[config.mk]
export PLATFORM = sky130hd
export DESIGN_NAME = turtle_pen_plotter
export DESIGN_NICKNAME = d
export VERILOG_FILES = /design/src/rtl/tpp_pkg.sv /design/src/rtl/tpp_ram.sv /design/src/rtl/tpp_ctrl.sv /design/src/rtl/tpp_datapath.sv /design/src/rtl/turtle_pen_plotter.sv
export VERILOG_INCLUDE_DIRS = /design/src /design/src/rtl
export SDC_FILE = /design/constraint.sdc
export NUM_CORES = 2
export LEC_CHECK = 0
export BUFFER_PORTS_ARGS = -buffer_cell sky130_fd_sc_hd__buf_2
export CAP_MARGIN = 20
export CORE_ASPECT_RATIO = 0.9
export CORE_MARGIN = 3
export CORE_UTILIZATION = 45
export CTS_BUF_LIST = sky130_fd_sc_hd__clkbuf_8
export DETAILED_ROUTE_END_ITERATION = 16
export PLACE_DENSITY = 0.65
export SKIP_LAST_GASP = 1
export SYNTH_ARGS = -nofsm -noshare
export SYNTH_HDL_FRONTEND = slang
export SYNTH_HIERARCHICAL = 1
export SYNTH_SLANG_ARGS = --single-unit
[constraint.sdc]
create_clock -name i_clk -period 7.5 [get_ports i_clk]
set_input_delay 0.375 -clock i_clk [delete_from_list [all_inputs] [get_ports i_clk]]
set_output_delay 0.375 -clock i_clk [all_outputs]
set_load 0.02 [all_outputs]
[src/rtl/turtle_pen_plotter_assert.svh]
// assertion macros for the turtle pen plotter
`ifndef TURTLE_PEN_PLOTTER_ASSERT_SVH
`define TURTLE_PEN_PLOTTER_ASSERT_SVH

`ifndef NO_ASSERTIONS

// expression must hold at every clock edge out of reset
`define TPP_ASSERT(lbl, clk, rst_n, expr) \
    lbl: assert property (@(posedge clk) disable iff (!rst_n) (expr)) \
        else $error("%m: check failed");

// antecedent in one cycle implies consequent in the next
`define TPP_ASSERT_NEXT(lbl, clk, rst_n, ante, cons) \
    lbl: assert property (@(posedge clk) disable iff (!rst_n) (ante) |=> (cons)) \
        else $error("%m: check failed");

`else

`define TPP_ASSERT(lbl, clk, rst_n, expr)
`define TPP_ASSERT_NEXT(lbl, clk, rst_n, ante, cons)

`endif

`endif

[src/rtl/tpp_pkg.sv]
// shared types and constants for the turtle pen plotter
`timescale 1ns / 1ps

package tpp_pkg;

    localparam int GRID_SIZE_DEF = 64;
    localparam int OP_W          = 3;
    localparam int DIST_W        = 10;
    localparam int ROW_BITS_W    = 64;
    localparam int INDEX_W       = 6;

    typedef enum logic [OP_W-1:0] {
        OP_PEN_UP    = 3'd0,
        OP_PEN_DOWN  = 3'd1,
        OP_TURN_R    = 3'd2,
        OP_TURN_L    = 3'd3,
        OP_MOVE      = 3'd4,
        OP_PRINT     = 3'd5
    } t_op;

    typedef enum logic [1:0] {
        HEAD_RIGHT = 2'd0,
        HEAD_DOWN  = 2'd1,
        HEAD_LEFT  = 2'd2,
        HEAD_UP    = 2'd3
    } t_heading;

    typedef enum logic [1:0] {
        ST_IDLE,
        ST_SWEEP,
        ST_DRAIN
    } t_state;

    // one command item
    typedef struct packed {
        logic [OP_W-1:0]   op;
        logic [DIST_W-1:0] distance;
    } t_cmd;

    // one result item
    typedef struct packed {
        logic [ROW_BITS_W-1:0] row_bits;
        logic [INDEX_W-1:0]    row_index;
        logic                  last_row;
    } t_result;

    // controller to datapath
    typedef struct packed {
        logic accept;
        logic sweep;
    } t_ctl_cmd;

    // datapath to controller
    typedef struct packed {
        logic need_sweep;
        logic sweep_last;
    } t_dp_status;

endpackage

[src/rtl/tpp_ram.sv]
// generic simple dual-port ram with registered read
`timescale 1ns / 1ps

module tpp_ram #(
    parameter int WIDTH = 64,
    parameter int DEPTH = 64
) (
    input  logic                     i_clk,
    input  logic                     i_we,
    input  logic [$clog2(DEPTH)-1:0] i_waddr,
    input  logic [WIDTH-1:0]         i_wdata,
    input  logic                     i_re,
    input  logic [$clog2(DEPTH)-1:0] i_raddr,
    output logic [WIDTH-1:0]         o_rdata
);

    logic [WIDTH-1:0] r_mem [DEPTH];
    logic [WIDTH-1:0] r_rdata;

    // write port
    always_ff @(posedge i_clk) begin
        if (i_we) begin
            r_mem[i_waddr] <= i_wdata;
        end
    end

    // registered read port
    always_ff @(posedge i_clk) begin
        if (i_re) begin
            r_rdata <= r_mem[i_raddr];
        end
    end

    assign o_rdata = r_rdata;

endmodule

[src/rtl/tpp_ctrl.sv]
// command sequencer for the turtle pen plotter
`timescale 1ns / 1ps

module tpp_ctrl (
    input  logic                i_clk,
    input  logic                i_rst_n,
    input  logic                i_start,
    input  tpp_pkg::t_dp_status i_status,
    output tpp_pkg::t_ctl_cmd   o_ctl,
    output logic                o_busy
);

    import tpp_pkg::*;

    t_state r_state;
    t_state n_state;

    // state register
    always_ff @(posedge i_clk) begin
        if (!i_rst_n) begin
            r_state <= ST_IDLE;
        end else begin
            r_state <= n_state;
        end
    end

    // next state and commands
    always_comb begin
        n_state      = r_state;
        o_ctl.accept = 1'b0;
        o_ctl.sweep  = 1'b0;
        o_busy       = 1'b1;
        case (r_state)
            ST_IDLE: begin
                o_busy       = 1'b0;
                o_ctl.accept = i_start;
                if (i_start && i_status.need_sweep) begin
                    n_state = ST_SWEEP;
                end
            end
            ST_SWEEP: begin
                o_ctl.sweep = 1'b1;
                if (i_status.sweep_last) begin
                    n_state = ST_DRAIN;
                end
            end
            ST_DRAIN: begin
                n_state = ST_IDLE;
            end
            default: begin
                n_state = ST_IDLE;
            end
        endcase
    end

endmodule

[src/rtl/tpp_datapath.sv]
// pen state, bitmap storage and row sweep datapath
`timescale 1ns / 1ps

module tpp_datapath #(
    parameter int GRID_SIZE = tpp_pkg::GRID_SIZE_DEF
) (
    input  logic                i_clk,
    input  logic                i_rst_n,
    input  tpp_pkg::t_cmd       i_cmd,
    input  tpp_pkg::t_ctl_cmd   i_ctl,
    output tpp_pkg::t_dp_status o_status,
    output logic                o_strobe,
    output tpp_pkg::t_result    o_result
);

    import tpp_pkg::*;

    localparam int AW = $clog2(GRID_SIZE);
    localparam int CW = $clog2(GRID_SIZE + 1);
    localparam logic [AW-1:0] LAST = AW'(GRID_SIZE - 1);

    // pen state
    logic                 r_pen;
    t_heading             r_heading;
    logic [AW-1:0]        r_row;
    logic [AW-1:0]        r_col;
    logic [GRID_SIZE-1:0] r_valid;

    // sweep state
    logic [CW-1:0]        r_count;
    logic [AW-1:0]        r_addr;
    logic [GRID_SIZE-1:0] r_mask;
    logic                 r_down;
    logic                 r_print;

    // write-back / output stage
    logic                 r_p_act;
    logic [AW-1:0]        r_p_addr;
    logic                 r_p_print;
    logic                 r_rd_valid;

    t_op                  op;
    logic [AW-1:0]        room;
    logic [AW-1:0]        steps;
    logic [GRID_SIZE-1:0] hmask;
    logic                 n_need;
    logic [CW-1:0]        n_count;
    logic [AW-1:0]        n_addr;
    logic [GRID_SIZE-1:0] n_mask;
    logic                 n_down;
    logic [GRID_SIZE-1:0] ram_rdata;
    logic [GRID_SIZE-1:0] row_data;
    logic                 wr_en;

    assign op = t_op'(i_cmd.op);

    // room to the edge and clipped step count
    always_comb begin
        case (r_heading)
            HEAD_RIGHT: room = LAST - r_col;
            HEAD_DOWN:  room = LAST - r_row;
            HEAD_LEFT:  room = r_col;
            HEAD_UP:    room = r_row;
            default:    room = r_row;
        endcase
        if (i_cmd.distance < DIST_W'(room)) begin
            steps = i_cmd.distance[AW-1:0];
        end else begin
            steps = room;
        end
    end

    // columns entered by a horizontal move
    always_comb begin
        for (int c = 0; c < GRID_SIZE; c++) begin
            if (r_heading == HEAD_RIGHT) begin
                hmask[c] = (AW'(c) > r_col) && (AW'(c) <= r_col + steps);
            end else begin
                hmask[c] = (AW'(c) >= r_col - steps) && (AW'(c) < r_col);
            end
        end
    end

    // sweep setup for the command on the input
    always_comb begin
        n_need  = 1'b0;
        n_count = CW'(1);
        n_addr  = r_row;
        n_mask  = hmask;
        n_down  = 1'b1;
        case (op)
            OP_PRINT: begin
                n_need  = 1'b1;
                n_count = CW'(GRID_SIZE);
                n_addr  = '0;
                n_mask  = '0;
            end
            OP_MOVE: begin
                n_need = r_pen && (steps != '0);
                if (r_heading == HEAD_DOWN) begin
                    n_count = CW'(steps);
                    n_addr  = r_row + AW'(1);
                    n_mask  = GRID_SIZE'(1) << r_col;
                end else if (r_heading == HEAD_UP) begin
                    n_count = CW'(steps);
                    n_addr  = r_row - AW'(1);
                    n_mask  = GRID_SIZE'(1) << r_col;
                    n_down  = 1'b0;
                end
            end
            default: begin
                n_need = 1'b0;
            end
        endcase
    end

    assign o_status.need_sweep = n_need;
    assign o_status.sweep_last = (r_count == CW'(1));

    // pen state, sweep counter, valid bits and stage control
    always_ff @(posedge i_clk) begin
        if (!i_rst_n) begin
            r_pen     <= 1'b0;
            r_heading <= HEAD_RIGHT;
            r_row     <= '0;
            r_col     <= '0;
            r_valid   <= '0;
            r_count   <= '0;
            r_p_act   <= 1'b0;
        end else begin
            r_p_act <= i_ctl.sweep;
            if (i_ctl.accept) begin
                r_count <= n_count;
                case (op)
                    OP_PEN_UP:   r_pen <= 1'b0;
                    OP_PEN_DOWN: r_pen <= 1'b1;
                    OP_TURN_R:   r_heading <= t_heading'(r_heading + 2'd1);
                    OP_TURN_L:   r_heading <= t_heading'(r_heading + 2'd3);
                    OP_MOVE: begin
                        case (r_heading)
                            HEAD_RIGHT: r_col <= r_col + steps;
                            HEAD_DOWN:  r_row <= r_row + steps;
                            HEAD_LEFT:  r_col <= r_col - steps;
                            HEAD_UP:    r_row <= r_row - steps;
                            default:    r_row <= r_row;
                        endcase
                    end
                    default: begin
                        r_pen <= r_pen;
                    end
                endcase
            end else if (i_ctl.sweep) begin
                r_count <= r_count - CW'(1);
            end
            if (wr_en) begin
                r_valid[r_p_addr] <= 1'b1;
            end
        end
    end

    // sweep address and stage payload
    always_ff @(posedge i_clk) begin
        if (i_ctl.accept) begin
            r_addr  <= n_addr;
            r_mask  <= n_mask;
            r_down  <= n_down;
            r_print <= (op == OP_PRINT);
        end else if (i_ctl.sweep) begin
            r_addr <= r_down ? r_addr + AW'(1) : r_addr - AW'(1);
        end
        r_p_addr   <= r_addr;
        r_p_print  <= r_print;
        r_rd_valid <= r_valid[r_addr];
    end

    // bitmap rows; a row never written reads as cleared
    tpp_ram #(
        .WIDTH (GRID_SIZE),
        .DEPTH (GRID_SIZE)
    ) u_bitmap (
        .i_clk   (i_clk),
        .i_we    (wr_en),
        .i_waddr (r_p_addr),
        .i_wdata (row_data | r_mask),
        .i_re    (i_ctl.sweep),
        .i_raddr (r_addr),
        .o_rdata (ram_rdata)
    );

    assign row_data = r_rd_valid ? ram_rdata : '0;
    assign wr_en    = r_p_act && !r_p_print;

    // result item
    assign o_strobe           = r_p_act && r_p_print;
    assign o_result.row_bits  = ROW_BITS_W'(row_data);
    assign o_result.row_index = INDEX_W'(r_p_addr);
    assign o_result.last_row  = (r_p_addr == LAST);

endmodule

[src/rtl/turtle_pen_plotter.sv]
// turtle pen plotter top level: sequencer plus datapath
`timescale 1ns / 1ps

// Turtle-graphics pen engine over a GRID_SIZE by GRID_SIZE one-bit bitmap.
// A command item is taken when start is high and busy is low. Pen up, pen
// down, turns, pen-up moves and moves that go nowhere finish in the cycle
// they are taken and busy stays low. A pen-down move or a print keeps busy
// high through the sweep state, which reads one row for a horizontal move,
// one row per clipped step of a vertical move and every row for a print,
// and then through the drain state; the next item can be taken once busy
// is low. The busy time comes from the single read port of the bitmap
// memory, which gives up one row per cycle. A print puts out its rows top
// to bottom on consecutive cycles, each row on o_strobe after its registered
// read, with last_row set on the bottom row. There is no back-pressure: the
// receiver must take every row on the cycle its strobe is high. The bitmap is
// cleared at reset through per-row valid bits, so there is no clearing pass and commands are taken right away.

module turtle_pen_plotter #(
    parameter int GRID_SIZE = tpp_pkg::GRID_SIZE_DEF
) (
    input  logic             i_clk,
    input  logic             i_rst_n,
    input  logic             start,
    output logic             busy,
    input  tpp_pkg::t_cmd    i_cmd,
    output logic             o_strobe,
    output tpp_pkg::t_result o_result
);

    import tpp_pkg::*;

    `include "turtle_pen_plotter_assert.svh"

    t_ctl_cmd   ctl;
    t_dp_status status;

    // command sequencer
    tpp_ctrl u_ctrl (
        .i_clk    (i_clk),
        .i_rst_n  (i_rst_n),
        .i_start  (start),
        .i_status (status),
        .o_ctl    (ctl),
        .o_busy   (busy)
    );

    // pen state and bitmap
    tpp_datapath #(
        .GRID_SIZE (GRID_SIZE)
    ) u_datapath (
        .i_clk    (i_clk),
        .i_rst_n  (i_rst_n),
        .i_cmd    (i_cmd),
        .i_ctl    (ctl),
        .o_status (status),
        .o_strobe (o_strobe),
        .o_result (o_result)
    );

    // a row item only goes out while a print is in progress
    `TPP_ASSERT(a_strobe_busy, i_clk, i_rst_n, !o_strobe || busy)
    // the bottom row ends the print
    `TPP_ASSERT_NEXT(a_last_idle, i_clk, i_rst_n, o_strobe && o_result.last_row, !busy)
    // a taken print always starts a sweep
    `TPP_ASSERT_NEXT(a_print_busy, i_clk, i_rst_n, start && !busy && t_op'(i_cmd.op) == OP_PRINT, busy)

endmodule
==> impl_metrics.tcl <==
set metrics [dict create \
    final_common_cell "edfxtp_1" \
    cts_tree "done" \
    die_w_um 653 \
    drcViolationCount 0 \
    grt_pass1_vias 90300 \
    cap_violations 0 \
    synth_ff_type "edfxtp_1" \
    syn_to_final_growth_pct 11.9 \
    drive_gt1_share_pct 25.6 \
    yosys_warnings 6 \
    critical-path-top-delay-family "multiplexers" \
    rrSetupSlack_ns 0.81 \
    routed_via_density 6.41 \
    async_flop_share_pct 0 \
    timing.fmax_ghz 0.149 \
    hold_violations 0 \
    drt_first_iter_violations 12700 \
    htreeDepth 6 \
    fin_crit_sh_pct 89.2 \
    startpoint "u_datapath/r_heading[0]" \
    ff2ff_path_depth 21 \
    synth_seq_cells 4329 \
    worst_pin_slew_ns 1.26 \
    worst_clock_skew_ns 0.0894 \
    syn_inst 8291 \
    wire_per_inst_um 35.8 \
    min_path_cells 4 \
    end_kind "register" \
    stdcell_count 14300 \
    p_leak_nw 59.5 \
    io_pins 89 \
    ys_types 84 \
    synthesis.nets 8340 \
    cts_buffers 663 \
    ir_drop_uv 203 \
    dp_cells 13100 \
    syn_avg_cell_area_um2 20.4 \
    start_util_pct 45.2 \
    worstPathArrival_ns 7.64 \
    fp.dieH_um 588 \
    overflow 0 \
    cp_num_cells 21 \
    worstSetupStartpointType "register" \
    drv_slew 0 \
    crit_end "u_datapath/r_mask[54]" \
    clock_latency_ns 1.23 \
    antenna_found_initial 38 \
    critical_path_class "reg -> reg" \
    setup_viol 0 \
    ant_nets 0 \
    grt_max_degree 133 \
    vias 91700 \
    reg2reg_to "u_datapath/r_mask[54]" \
    power.density_nw_per_um2 270 \
    ys_seq_area_share_pct 76.1 \
    ctsHoldBuffers 16 \
    min_period_ns 6.69 \
    status "completed" \
    worst_path_max_delay_cell "dfxtp_1" \
    rows 213 \
    root_buffer "clkbuf_8" \
    cts_buffer_depth 4 \
    wl_um 512000 \
    cts.sinks 4329 \
    gp_congestion 0.894 \
    ctsResizeCount 0 \
    synth-edff-count 4232 \
    worstPathRequired_ns 8.45 \
    cp_cell_sequence "mux2i_1 -> xor2_1 -> inv_1 -> ha_1 -> and3_1 -> nand3_1 -> mux2i_1 -> a221o_1 -> mux2i_1 -> inv_1 -> ha_1 -> fa_1 -> nor3_1 -> nor3_1 -> mux2i_1 -> xnor2_2 -> buf_4 -> o21ai_0 -> o221ai_1 -> o221ai_1 -> dlygate4sd3_1" \
    cp_num_buf_inv 4 \
    coreArea_um2 375000 \
    path_clk_slew_ns 0.06 \
    grt_usage_pct 26.4 \
    dieArea_um2 384000 \
    nets 8903 \
    dp_hpwl_um 278000 \
    critPathMaxStageDelay_ns 0.62 \
    crit_fanout 11 \
    hp-class "in -> reg" \
    path_common_cell "mux2i_1" \
    fin_tns_setup_ns 0 \
    dr.pass1.iters 14 \
    io_buffers 88 \
    maxSlewHeadroom_pct 16.1 \
    syn_area_um2 170000 \
    r2r_start "u_datapath/r_heading[0]" \
    grt_first_pass_wirelength_um 712000 \
    post_cts_buffers 0 \
    layout_common_cells "edfxtp_1 (4,232), mux4_2 (1,045), clkbuf_8 (676)" \
    rsz0062_at_grt "no" \
]
==> Yosys cell counts, types with 97 or more instances <==
cell / instances / share of area (%)
mux4_2: 1045 / 14
a22oi_1: 136 / 0.60
buf_2: 159 / 0.47
edfxtp_1: 4232 / 75
clkbuf_1: 247 / 0.55
nor2_1: 328 / 0.73
mux2i_1: 170 / 1.0
a21oi_1: 123 / 0.36
nand3_1: 227 / 0.67
dfxtp_1: 97 / 1.1
nand2_1: 317 / 0.70
==> worst min path at each step <==
stage                                   from                     to  slack, ns
after CTS                            i_rst_n    u_datapath/r_col[5]      0.002
after floorplan           u_datapath/r_print   u_datapath/r_p_print       0.32
after global placement    u_datapath/r_print   u_datapath/r_p_print       0.33
after global routing                 i_rst_n  u_datapath/r_count[5]        0.1
final                                i_rst_n    u_datapath/r_col[5]       0.11
after detailed placement  u_datapath/r_print   u_datapath/r_p_print       0.33
==> logic make-up (layout without fill, tap and decap cells) <==
group / Yosys count / count (layout) / synth area share, %
flops: 4329 / 4329 / 76.1
simple gates: 1323 / 1323 / 3.76
mux: 1220 / 1220 / 14.9
compound gates: 805 / 805 / 3.17
buf+inv: 537 / 1590 / 1.53
xor+xnor: 43 / 43 / 0.244
fa+ha+maj: 34 / 34 / 0.268
other cells: 0 / 22 / 0
==> worst min-delay path, stage by stage <==
cell and delay, ns:
dlygate4sd3_1 0.53, buf_2 0.20, o21ai_0 0.12, a21oi_1 0.05
==> metrics by stage <==
step	hold WS [ns]	setup slack, ns	cell area [µm²]	power, mW	utilization, %
6_report	0.113	0.811	190000	51.3	50.6
5_1_grt	0.0998	0.362	190000	53.0	50.6
4_1_cts	0.00192	0.919	189000	51.4	50.3
3_5_place_dp	0.330	1.05	177000	33.7	47.2
3_3_place_gp	0.332	1.09	177000	33.6	47.1
2_1_floorplan	0.323	1.37	170000	31.6	-
==> area by class of cell <==
| cell class | count | area (µm²) |
|---|---|---|
| Antenna cell | 22 | 55.1 |
| Inverter | 34 | 128 |
| Multi-Input combinational cell | 3425 | 38500 |
| Timing Repair Buffer | 401 | 3990 |
| Tap cell | 4945 | 6190 |
| Sequential cell | 4329 | 129000 |
| Clock inverter | 479 | 2450 |
| Clock buffer | 676 | 9300 |
| Fill cell | 29500 | 185000 |
==> where the power goes <==
part,switching [mW],internal [mW]
clock network,9.18,8.66
logic,3.64,1.88
registers,0.276,27.6
==> flip-flops by register name (all words and copies together) (netlist names), 6 cells and up <==
| signal | count |
|---|---|
| u_datapath/u_bitmap/o_rdata | 64 |
| u_datapath/u_bitmap/r_mem | 4096 |
| u_datapath/r_count | 7 |
| u_datapath/r_addr | 6 |
| u_datapath/r_col | 6 |
| u_datapath/r_valid | 64 |
| u_datapath/r_mask | 64 |
| u_datapath/r_row | 6 |
| u_datapath/r_p_addr | 6 |
==> per-layer routing <==
metal	up-vias	share of wire, %	track usage, %
met3	1027	12	7.05
met1	49000	38	37.2
met5	-	0.044	0
met2	5950	45	39.6
li1	35700	-	-
met4	34	4.1	9.84
Note: power is estimated with default switching activity, not from simulation.
